[src/hdl/rgbfx_pkg.sv]
// Package for the RGB LED effect engine: colour type, effect modes, command
// codes, register indexes and reset values. No dependencies.
package rgbfx_pkg;

    localparam int unsigned CHAN_W   = 8;
    localparam int unsigned PERIOD_W = 16;
    localparam int unsigned MODE_W   = 2;
    localparam int unsigned CFG_IDX_W  = 1;
    localparam int unsigned CFG_DATA_W = PERIOD_W;

    localparam logic [CHAN_W-1:0]   CHAN_MAX       = 8'd255;
    localparam logic [PERIOD_W-1:0] PERIOD_RESET   = 16'd1000;

    typedef logic [CHAN_W-1:0] chan_t;

    typedef struct packed {
        chan_t red;
        chan_t green;
        chan_t blue;
    } color_t;

    typedef enum logic [MODE_W-1:0] {
        MODE_CHASE          = 2'd0,
        MODE_RAINBOW_EQUAL  = 2'd1,
        MODE_RAINBOW_OFFSET = 2'd2,
        MODE_RAINBOW_TOP    = 2'd3
    } mode_t;

    typedef enum logic {
        OP_TICK = 1'b0,
        OP_LOAD = 1'b1
    } op_t;

    typedef enum logic [CFG_IDX_W-1:0] {
        CFG_EFFECT_MODE = 1'b0,
        CFG_STEP_PERIOD = 1'b1
    } cfg_idx_t;

endpackage

[src/hdl/rgbfx_if.sv]
// Valid/ready channel interfaces of the RGB LED effect engine: the command
// channel and the LED colour channel. Depends on rgbfx_pkg.
interface rgbfx_cmd_if;
    import rgbfx_pkg::*;

    logic  valid;
    logic  ready;
    logic  op;
    chan_t load_red;
    chan_t load_green;
    chan_t load_blue;

    modport source (output valid, op, load_red, load_green, load_blue, input ready);
    modport sink   (input valid, op, load_red, load_green, load_blue, output ready);
endinterface

interface rgbfx_led_if;
    import rgbfx_pkg::*;

    logic  valid;
    logic  ready;
    chan_t first_red;
    chan_t first_green;
    chan_t first_blue;
    chan_t second_red;
    chan_t second_green;
    chan_t second_blue;
    chan_t third_red;
    chan_t third_green;
    chan_t third_blue;

    modport source (
        output valid, first_red, first_green, first_blue,
               second_red, second_green, second_blue,
               third_red, third_green, third_blue,
        input  ready
    );
    modport sink (
        input  valid, first_red, first_green, first_blue,
               second_red, second_green, second_blue,
               third_red, third_green, third_blue,
        output ready
    );
endinterface

[src/hdl/rgb_led_effect_engine.sv]
// Top level of the RGB LED effect engine for three LEDs.
// Depends on rgbfx_pkg and the channel interfaces in rgbfx_if.sv.
//
// Each command transaction (a time tick or a colour load) produces exactly one
// registered LED transaction carrying all three LED colours. A command
// is accepted every cycle while the output register is empty or being drained,
// so the sustained rate is one transaction per clock; the only limit is the
// single output register, which stalls the command side while the LED side
// holds ready low. Configuration writes take effect on the next command.
module rgb_led_effect_engine (
    input  logic                                   clk,
    input  logic                                   rst_n,
    input  logic                                   cfg_write,
    input  logic [rgbfx_pkg::CFG_IDX_W-1:0]        cfg_index,
    input  logic [rgbfx_pkg::CFG_DATA_W-1:0]       cfg_data,
    rgbfx_cmd_if.sink                              cmd,
    rgbfx_led_if.source                            led
);
    import rgbfx_pkg::*;

    mode_t                mode_reg;
    logic [PERIOD_W-1:0]  period_reg;
    color_t               lead_reg, lead_next;
    color_t               goal_reg, goal_next;
    color_t               second_reg, second_next;
    color_t               third_reg, third_next;
    logic [PERIOD_W-1:0]  div_reg, div_next, div_inc;
    logic                 out_valid_reg;
    color_t               out_first_reg, out_second_reg, out_third_reg;

    logic                 accept;
    logic                 step_hit;
    color_t               rotated;
    color_t               moved;

    assign cmd.ready = !out_valid_reg || led.ready;
    assign accept    = cmd.valid && cmd.ready;

    always_ff @(posedge clk or negedge rst_n)
    begin
        if (!rst_n)
        begin
            mode_reg   <= MODE_RAINBOW_EQUAL;
            period_reg <= PERIOD_RESET;
        end
        else if (cfg_write)
        begin
            case (cfg_idx_t'(cfg_index))
                CFG_EFFECT_MODE: mode_reg   <= mode_t'(cfg_data[MODE_W-1:0]);
                CFG_STEP_PERIOD: period_reg <= cfg_data[PERIOD_W-1:0];
                default:         ;
            endcase
        end
    end

    assign rotated  = '{red: lead_reg.green, green: lead_reg.blue, blue: lead_reg.red};
    assign div_inc  = div_reg + 1'b1;
    assign step_hit = (div_inc == period_reg);

    always_comb
    begin
        moved = lead_reg;
        if (goal_reg.red > lead_reg.red)
            moved.red = lead_reg.red + 1'b1;
        else if (goal_reg.red < lead_reg.red)
            moved.red = lead_reg.red - 1'b1;
        if (goal_reg.green > lead_reg.green)
            moved.green = lead_reg.green + 1'b1;
        else if (goal_reg.green < lead_reg.green)
            moved.green = lead_reg.green - 1'b1;
        if (goal_reg.blue > lead_reg.blue)
            moved.blue = lead_reg.blue + 1'b1;
        else if (goal_reg.blue < lead_reg.blue)
            moved.blue = lead_reg.blue - 1'b1;
    end

    always_comb
    begin
        lead_next   = lead_reg;
        goal_next   = goal_reg;
        second_next = second_reg;
        third_next  = third_reg;
        div_next    = div_reg;
        if (op_t'(cmd.op) == OP_LOAD)
        begin
            lead_next = '{red: cmd.load_red, green: cmd.load_green, blue: cmd.load_blue};
            goal_next = lead_next;
        end
        else
        begin
            case (mode_reg)
                MODE_RAINBOW_EQUAL:
                begin
                    second_next = lead_reg;
                    third_next  = lead_reg;
                end
                MODE_RAINBOW_TOP:
                begin
                    second_next = rotated;
                    third_next  = rotated;
                end
                default:
                begin
                    second_next = rotated;
                    third_next  = '{red: lead_reg.blue, green: lead_reg.red,
                                    blue: lead_reg.green};
                end
            endcase
            div_next = div_inc;
            if (step_hit)
            begin
                div_next = '0;
                if (mode_reg == MODE_CHASE)
                    lead_next = rotated;
                else
                begin
                    lead_next = moved;
                    // The six hue-wheel corners are mutually exclusive.
                    if (moved == color_t'{CHAN_MAX, '0, '0})
                        goal_next.green = CHAN_MAX;
                    if (moved == color_t'{CHAN_MAX, CHAN_MAX, '0})
                        goal_next.red = '0;
                    if (moved == color_t'{'0, CHAN_MAX, '0})
                        goal_next.blue = CHAN_MAX;
                    if (moved == color_t'{'0, CHAN_MAX, CHAN_MAX})
                        goal_next.green = '0;
                    if (moved == color_t'{'0, '0, CHAN_MAX})
                        goal_next.red = CHAN_MAX;
                    if (moved == color_t'{CHAN_MAX, '0, CHAN_MAX})
                        goal_next.blue = '0;
                end
            end
        end
    end

    always_ff @(posedge clk or negedge rst_n)
    begin
        if (!rst_n)
        begin
            lead_reg      <= '0;
            goal_reg      <= '0;
            second_reg    <= '0;
            third_reg     <= '0;
            div_reg       <= '0;
            out_valid_reg <= 1'b0;
        end
        else
        begin
            if (accept)
            begin
                lead_reg   <= lead_next;
                goal_reg   <= goal_next;
                second_reg <= second_next;
                third_reg  <= third_next;
                div_reg    <= div_next;
            end
            if (accept)
                out_valid_reg <= 1'b1;
            else if (led.ready)
                out_valid_reg <= 1'b0;
        end
    end

    always_ff @(posedge clk)
    begin
        if (accept)
        begin
            out_first_reg  <= lead_next;
            out_second_reg <= second_next;
            out_third_reg  <= third_next;
        end
    end

    assign led.valid        = out_valid_reg;
    assign led.first_red    = out_first_reg.red;
    assign led.first_green  = out_first_reg.green;
    assign led.first_blue   = out_first_reg.blue;
    assign led.second_red   = out_second_reg.red;
    assign led.second_green = out_second_reg.green;
    assign led.second_blue  = out_second_reg.blue;
    assign led.third_red    = out_third_reg.red;
    assign led.third_green  = out_third_reg.green;
    assign led.third_blue   = out_third_reg.blue;

endmodule

[src/flat_wrapper.sv]
// flat-port wrapper written by rule: the top's interface ports become plain ports
module rgb_led_effect_engine_flat import rgbfx_pkg::*;
  (clk, rst_n, cfg_write, cfg_index, cfg_data, cmd_valid, cmd_op, cmd_load_red, cmd_load_green, cmd_load_blue, cmd_ready, led_valid, led_first_red, led_first_green, led_first_blue, led_second_red, led_second_green, led_second_blue, led_third_red, led_third_green, led_third_blue, led_ready);
  rgbfx_cmd_if cmd_i ();
  rgbfx_led_if led_i ();
  input  logic clk;
  input  logic rst_n;
  input  logic cfg_write;
  input  logic [rgbfx_pkg::CFG_IDX_W-1:0] cfg_index;
  input  logic [rgbfx_pkg::CFG_DATA_W-1:0] cfg_data;
  input wire logic [$bits(cmd_i.valid)-1:0] cmd_valid;
  input wire logic [$bits(cmd_i.op)-1:0] cmd_op;
  input wire logic [$bits(cmd_i.load_red)-1:0] cmd_load_red;
  input wire logic [$bits(cmd_i.load_green)-1:0] cmd_load_green;
  input wire logic [$bits(cmd_i.load_blue)-1:0] cmd_load_blue;
  output wire logic [$bits(cmd_i.ready)-1:0] cmd_ready;
  output wire logic [$bits(led_i.valid)-1:0] led_valid;
  output wire logic [$bits(led_i.first_red)-1:0] led_first_red;
  output wire logic [$bits(led_i.first_green)-1:0] led_first_green;
  output wire logic [$bits(led_i.first_blue)-1:0] led_first_blue;
  output wire logic [$bits(led_i.second_red)-1:0] led_second_red;
  output wire logic [$bits(led_i.second_green)-1:0] led_second_green;
  output wire logic [$bits(led_i.second_blue)-1:0] led_second_blue;
  output wire logic [$bits(led_i.third_red)-1:0] led_third_red;
  output wire logic [$bits(led_i.third_green)-1:0] led_third_green;
  output wire logic [$bits(led_i.third_blue)-1:0] led_third_blue;
  input wire logic [$bits(led_i.ready)-1:0] led_ready;
  assign cmd_i.valid = cmd_valid;
  assign cmd_i.op = cmd_op;
  assign cmd_i.load_red = cmd_load_red;
  assign cmd_i.load_green = cmd_load_green;
  assign cmd_i.load_blue = cmd_load_blue;
  assign cmd_ready = cmd_i.ready;
  assign led_valid = led_i.valid;
  assign led_first_red = led_i.first_red;
  assign led_first_green = led_i.first_green;
  assign led_first_blue = led_i.first_blue;
  assign led_second_red = led_i.second_red;
  assign led_second_green = led_i.second_green;
  assign led_second_blue = led_i.second_blue;
  assign led_third_red = led_i.third_red;
  assign led_third_green = led_i.third_green;
  assign led_third_blue = led_i.third_blue;
  assign led_i.ready = led_ready;
  rgb_led_effect_engine u_core (.clk(clk), .rst_n(rst_n), .cfg_write(cfg_write), .cfg_index(cfg_index), .cfg_data(cfg_data), .cmd(cmd_i), .led(led_i));
endmodule
[config.mk]
export PLATFORM = sky130hd
export DESIGN_NAME = rgb_led_effect_engine_flat
export DESIGN_NICKNAME = d
export VERILOG_FILES = /design/src/hdl/rgbfx_pkg.sv /design/src/hdl/rgbfx_if.sv /design/src/hdl/rgb_led_effect_engine.sv /design/src/flat_wrapper.sv
export SDC_FILE = /design/constraint.sdc
export NUM_CORES = 1
export LEC_CHECK = 0
export BUFFER_PORTS_ARGS = -buffer_cell sky130_fd_sc_hd__buf_2
export CELL_PAD_IN_SITES_DETAIL_PLACEMENT = 0
export CELL_PAD_IN_SITES_GLOBAL_PLACEMENT = 1
export CORE_MARGIN = 4
export CORE_UTILIZATION = 25
export DETAILED_ROUTE_END_ITERATION = 8
export GPL_ROUTABILITY_DRIVEN = 0
export GPL_TIMING_DRIVEN = 0
export PLACE_DENSITY = 0.45
export SETUP_SLACK_MARGIN = 0.2
export SYNTH_ARGS = -nofsm -noshare
export SYNTH_HDL_FRONTEND = slang
export SYNTH_SLANG_ARGS = --single-unit
[constraint.sdc]
create_clock -name clk -period 11.2 [get_ports clk]
set_clock_uncertainty 0.15 [all_clocks]
set_input_delay 1.12 -clock clk [delete_from_list [all_inputs] [get_ports clk]]
set_output_delay 1.12 -clock clk [all_outputs]
set_load 0.01 [all_outputs]
## Yosys cells after proc, flatten, opt, wreduce, memory -nomap -nowiden

Cells that the tools add are included.

- Output and inout bits: 74
- Logic and storage cells: 90
- Input bits: 47
- Register bits: 203

- Bitwise operators: 2
- Multiplexer cells: 25
- $add $sub $neg: 7
- Equality and inequality tests: 10
- Reductions and logical operators: 15
- $lt $le $gt $ge: 6

Operators with widths:

| cell | number |
|---|---|
| 2-to-1 mux 24 bit | 9 |
| 2-to-1 mux 8 bit | 12 |
| equality test 24 bit (second input constant) | 3 |
| equality test 24 x 16 -> 1 bit (second input constant) | 2 |
| one-hot mux 24 bit (2 select lines) | 1 |
| adder 8 x 1 -> 8 bit (second input constant) | 3 |
| equality test 24 x 8 -> 1 bit (second input constant) | 1 |
| > comparator 8 bit | 3 |
| < comparator 8 bit | 3 |
| subtractor 8 x 1 -> 8 bit (second input constant) | 3 |
| adder 16 x 1 -> 16 bit (second input constant) | 1 |
| equality test 16 bit | 1 |
| 2-to-1 mux 16 bit | 1 |
| AND reduction 4 bit | 3 |
| nonzero test 3 bit | 3 |
| AND reduction 2 bit | 3 |
| nonzero test 2 bit | 2 |
| equality test 2 x 1 -> 1 bit (second input constant) | 1 |
| equality test 2 bit (second input constant) | 1 |
| logical NOT 2 bit | 1 |
| 2-to-1 mux 1 bit | 2 |
| inequality test 2 bit (second input constant) | 1 |
| inverter 1 bit | 2 |
| logical AND 1 bit | 1 |
| 2 further kinds | 2 |

## Depth between registers and ports, before layout

- Word-level depth: 9
- Depth in mapped cells: 16
- Depth with buffers taken out: 13

## Worst setup path before layout

No wires, ideal clock.

- Path type: input -> register
- From: in led_ready
- To: reg u_core.out_first_reg (netlist bit u_core.led.first_blue[0]) (enable)
- Setup time: 0.462 ns
- Arrival: 3.939 ns
- Path buffers: 2
- Data required time: 10.588 ns
- Stages: 5
- Path slack: 6.649 ns
- Cell sequence: nand2b_1 nand2_1 inv_1 clkbuf_1 clkbuf_1

- Cells in the longest elaborated chain, start to end: 2

Ends and longest elaborated chain:

| element | line | text |
|---|---|---|
| start, declared | flat_wrapper.sv:27 | `input wire logic [$bits(led_i.ready)-1:0] led_ready;` |
| logical OR 1 bit | rgb_led_effect_engine.sv:36 | `assign cmd.ready = !out_valid_reg \|\| led.ready;` |
| logical AND 1 bit | rgb_led_effect_engine.sv:37 | `assign accept = cmd.valid && cmd.ready;` |
| named net u_core.accept | rgb_led_effect_engine.sv:31 | `logic accept;` |
| end signal, assigned | rgb_led_effect_engine.sv:168 | `out_first_reg <= lead_next;` |
| end, declared | rgb_led_effect_engine.sv:29 | `color_t out_first_reg, out_second_reg, out_third_reg;` |

The timed path passes the listed nets, and every way through them passes these cells.
A chain may end at the register's enable or synchronous reset.

## Final worst setup path

- From: reg u_core.lead_reg[21] in the netlist's numbering
- To: reg u_core.goal_reg[11] in the netlist's numbering

- Cells in the longest elaborated chain, start to end: 8
- Elaborated cells between the ends (all ways): 14
- Those cells by class: add/sub (2); order compare (2); eq/ne (2); mux (6); reduce/logical (2)

Ends and longest elaborated chain:

| element | line | text |
|---|---|---|
| start, declared | rgb_led_effect_engine.sv:23 | `color_t lead_reg, lead_next;` |
| start signal, assigned | rgb_led_effect_engine.sv:151 | `lead_reg <= lead_next;` |
| subtractor 8 x 1 -> 8 bit / < comparator 8 bit (equally long branches) | rgb_led_effect_engine.sv:66, rgb_led_effect_engine.sv:65 |  |
| 2-to-1 mux 8 bit | rgb_led_effect_engine.sv:65 | `else if (goal_reg.red < lead_reg.red)` |
| 2-to-1 mux 8 bit (*) | rgb_led_effect_engine.sv:63 | `if (goal_reg.red > lead_reg.red)` |
| equality test 24 x 16 -> 1 bit | rgb_led_effect_engine.sv:125 | `if (moved == color_t'{'0, CHAN_MAX, CHAN_MAX})` |
| 2-to-1 mux 8 bit | rgb_led_effect_engine.sv:125 |  |
| 2-to-1 mux 24 bit | rgb_led_effect_engine.sv:113 | `if (mode_reg == MODE_CHASE)` |
| 2-to-1 mux 24 bit | rgb_led_effect_engine.sv:110 | `if (step_hit)` |
| 2-to-1 mux 24 bit | rgb_led_effect_engine.sv:84 | `if (op_t'(cmd.op) == OP_LOAD)` |
| end signal, assigned | rgb_led_effect_engine.sv:152 | `goal_reg <= goal_next;` |
| end, declared | rgb_led_effect_engine.sv:24 | `color_t goal_reg, goal_next;` |

Every way passes the cells marked *; elsewhere a longest branch is shown, timed or not. The select of a mux whose other input is x is not followed.

==> summary.md <==
| Metric | Value |
|---|---|
| Outcome | `complete, no violations` |
| WHS Path Cells | `2` |
| Final Instance Area | `roughly 14000 um^2` |
| Yosys reg bits | `around 200` |
| Crit path max fanout | `10` |
| Total track usage | `0.179` |
| Hold Path End | `u_core.third_reg[12]$_DFFE_PN0P_` |
| Commonest cells after routing, fill and taps aside | `225 x nand2_1, 182 x o21ai_0, 124 x dfrtp_1, 123 x buf_2, 82 x mux2_2` |
| Clock tree buffer depth | `3` |
| First DRT Iteration DRCs | `approximately 690` |
| Crit Path Class | `register to register` |
| Fin nets | `roughly 1500` |
| Hold WC Path Type | `register to register` |
| Setup Buffers After CTS | `0` |
| Vias in the first global route | `10000` |
| Fmax | `185 MHz` |
| Hold_buf cts | `0` |
| Setup TNS | `0 ns` |
| Pwr/cell area | `about 190 nW/um^2` |
| CTS sink cnt | `around 200` |
| Drt pass-1 iters | `5` |
| CP endpoint kind | `register` |
| Syn Nets | `1314` |
| Syn avg cell area | `approximately 9.5 um^2` |
| Mapped cell area | `around 12000 um^2` |
| Worst r2r dst | `u_core.goal_reg[11]$_DFFE_PN0P_` |
| Largest net degree at the start of global routing | `slightly below 80` |
| Worst path required time | `approximately 11 ns` |
| Met1 track demand over resource | `0.252` |
| Hold slack | `between 0.3 and 0.4 ns` |
| TritonCTS buffer count | `26` |
| Share of cells above drive strength 1 | `0.214` |
| Synth async-reset ratio | `0.645` |
| Post-cts sizing count | `0` |
| Syn. warnings | `0` |
| Cell row count | `79` |
| Final period utilization | `0.482` |
| Slew HR | `0.431` |
| Arrival time worst endpoint | `5.67 ns` |
| Fin crit period | `5.39 ns` |
| Initial antenna violation count | `0` |
| PortBufs | `approximately 120` |
| Full die area | `50700 um^2` |
| Die Height | `225 um` |
| Worst-path clk slew | `about 0.060 ns` |
| Post-DP HPWL | `between 30000 and 40000 um` |
| Cells after synthesis | `1236` |
| ANT nets after route | `0` |
| Peak supply drop | `roughly 99 uV` |
| CP startpoint kind | `register` |
| Tot Pwr | `2690 uW` |
| Seq/Total Area, Yosys | `0.463` |
| GRT Max-Usage Layer | `met2` |
| DP Area | `between 10000 and 15000 um^2` |
| Core area | `roughly 47000 um^2` |
| Root Buffer | `clkbuf_16` |
| Reg-to-Reg Start | `u_core.lead_reg[21]$_DFFE_PN0P_` |
| Total wire length | `about 46000 um` |
| R2R setup slack | `about 5.8 ns` |
| H-tree levels | `1` |
| Max-cap viol count | `0` |
| Max Slew Vio Count | `0` |
| Number of synthesized flops with an enable pin | `72` |
| Initial core utilization | `0.253` |
| HP Start | `u_core.third_reg[12]$_DFFE_PN0P_` |
| Worst-Skew Late Latency | `between 0.5 and 0.6 ns` |
| # setup viols final | `0` |
| R2R depth | `14` |
| Grt met2 use | `0.286` |
| GR Overflow Total | `0` |
| Most common cell after layout, fill and taps aside | `nand2_1` |
| RSZ-0062 raised after global routing | `false` |
| Worst-Margin Slew | `around 0.85 ns` |
| Hold Fails Final Rpt | `0` |
| Area grow syn2layout | `19.9%` |
| Die width | `between 200 and 250 um` |
| Via count | `roughly 10000` |
| I/O pins | `121` |
| Routed WL per cell | `about 23 um` |
| DRC | `0` |
| Met3 Use GR | `0.0261` |
| Routed vias/inst | `~5.0` |
| TritonCTS clock tree | `yes` |
| First-pass GRT wire length | `68100 um` |
| Post-synth top flop | `dfrtp_1` |
| Leak | `0.00556 uW` |
| Synth cell types | `between 70 and 80` |
[power by group]
part           total, uW  internal, uW  switching, uW
clock                893           549            344
sequential           994           919           74.9
combinational        804           285            519
total               2690          1750            938
[through the flow]
| stage | cells | util | setup WS (ns) |
|---|---|---|---|
| floorplan | 1236 | - | 6.65 |
| global placement | 1962 | 0.282 | 4.08 |
| detailed placement | 1964 | 0.284 | 5.78 |
| CTS | 2012 | 0.303 | 5.75 |
| global route | 2012 | 0.303 | 5.50 |
| finish | 2013 | 0.303 | 5.81 |
[final cells by class]
type	count	area, um^2
Timing Repair Buffer	121	657
Clock buffer	36	771
Antenna cell	1	2.50
Inverter	40	150
Multi-Input combinational cell	905	5840
Sequential cell	203	5450
Fill cell	4916	32400
Clock inverter	12	146
Tap cell	607	759
Buffer	88	349
[critical path: stages (launching register included)]
cell      delay (ns)
dfrtp_1         0.33
clkbuf_1        0.52
inv_1           0.34
ha_1            0.39
a21oi_1         0.20
o21a_1          0.15
clkbuf_1        0.38
a21boi_1        0.14
or3_1           0.42
a211o_1         0.27
or4_1           0.46
or4_4           0.60
o21ai_4         0.29
o21bai_4        0.28
mux2_4          0.34
[metal layers]
metal  vias up  part of all wire
li1       4747                 -
met1      4956              0.47
met2       256              0.46
met3        64             0.047
met4         0             0.030
met5         -                 0
[worst max path at each step]
stage	startpoint	end	slack [ns]
5_1_grt	u_core.lead_reg[2]$_DFFE_PN0P_	u_core.goal_reg[18]$_DFFE_PN0P_	5.50
4_1_cts	u_core.lead_reg[2]$_DFFE_PN0P_	u_core.goal_reg[19]$_DFFE_PN0P_	5.75
3_5_place_dp	u_core.lead_reg[2]$_DFFE_PN0P_	u_core.goal_reg[21]$_DFFE_PN0P_	5.78
3_3_place_gp	led_ready	u_core.lead_reg[14]$_DFFE_PN0P_	4.08
6_report	u_core.lead_reg[21]$_DFFE_PN0P_	u_core.goal_reg[11]$_DFFE_PN0P_	5.81
2_1_floorplan	led_ready	u_core.led.first_blue[0]$_DFFE_PP_	6.65
[logic make-up (layout without fill, tap and decap cells)]
logic type	Yosys count	in the layout	synth area share
xor gates and xnor gates	29	29	0.0216
other	0	1	0
AOI/OAI and AO/OA	333	333	0.172
DFF	203	203	0.463
and+or+nand+nor	397	397	0.158
adders and majority gates	31	31	0.0329
buffers and inverters	128	297	0.0421
muxes	115	115	0.111
[synthesized netlist by cell type (4+ instances only)]
master     number  share of area
a211o_1         7         0.0052
a211oi_1        5         0.0032
a21o_1          5         0.0032
a21oi_1        46          0.020
a2bb2oi_1       6         0.0045
a31oi_1         4         0.0021
and2_1          4         0.0021
and3_1          6         0.0032
buf_1           7         0.0022
buf_2           5         0.0021
clkbuf_1       74          0.024
dfrtp_1       124           0.26
dfstp_2         7          0.016
edfxtp_1       72           0.18
ha_1           31          0.033
inv_1          38          0.012
mux2_2         82          0.078
mux2_4         11          0.014
mux2i_1        22          0.019
nand2_1       225          0.072
nand2b_1       11         0.0058
nand3_1        26          0.011
nand4_1        18         0.0096
nor2_1         37          0.012
nor2b_1         8         0.0042
nor3_1         18         0.0076
nor4_1          6         0.0032
o211ai_1       33          0.021
o21a_1          4         0.0025
o21ai_0       182          0.077
o22ai_1         5         0.0027
o31ai_1         8         0.0051
or2_2           5         0.0027
or3_1           9         0.0048
xnor2_1        20          0.015
xor2_1          9         0.0067
Note: power is estimated with default switching activity, not from simulation.
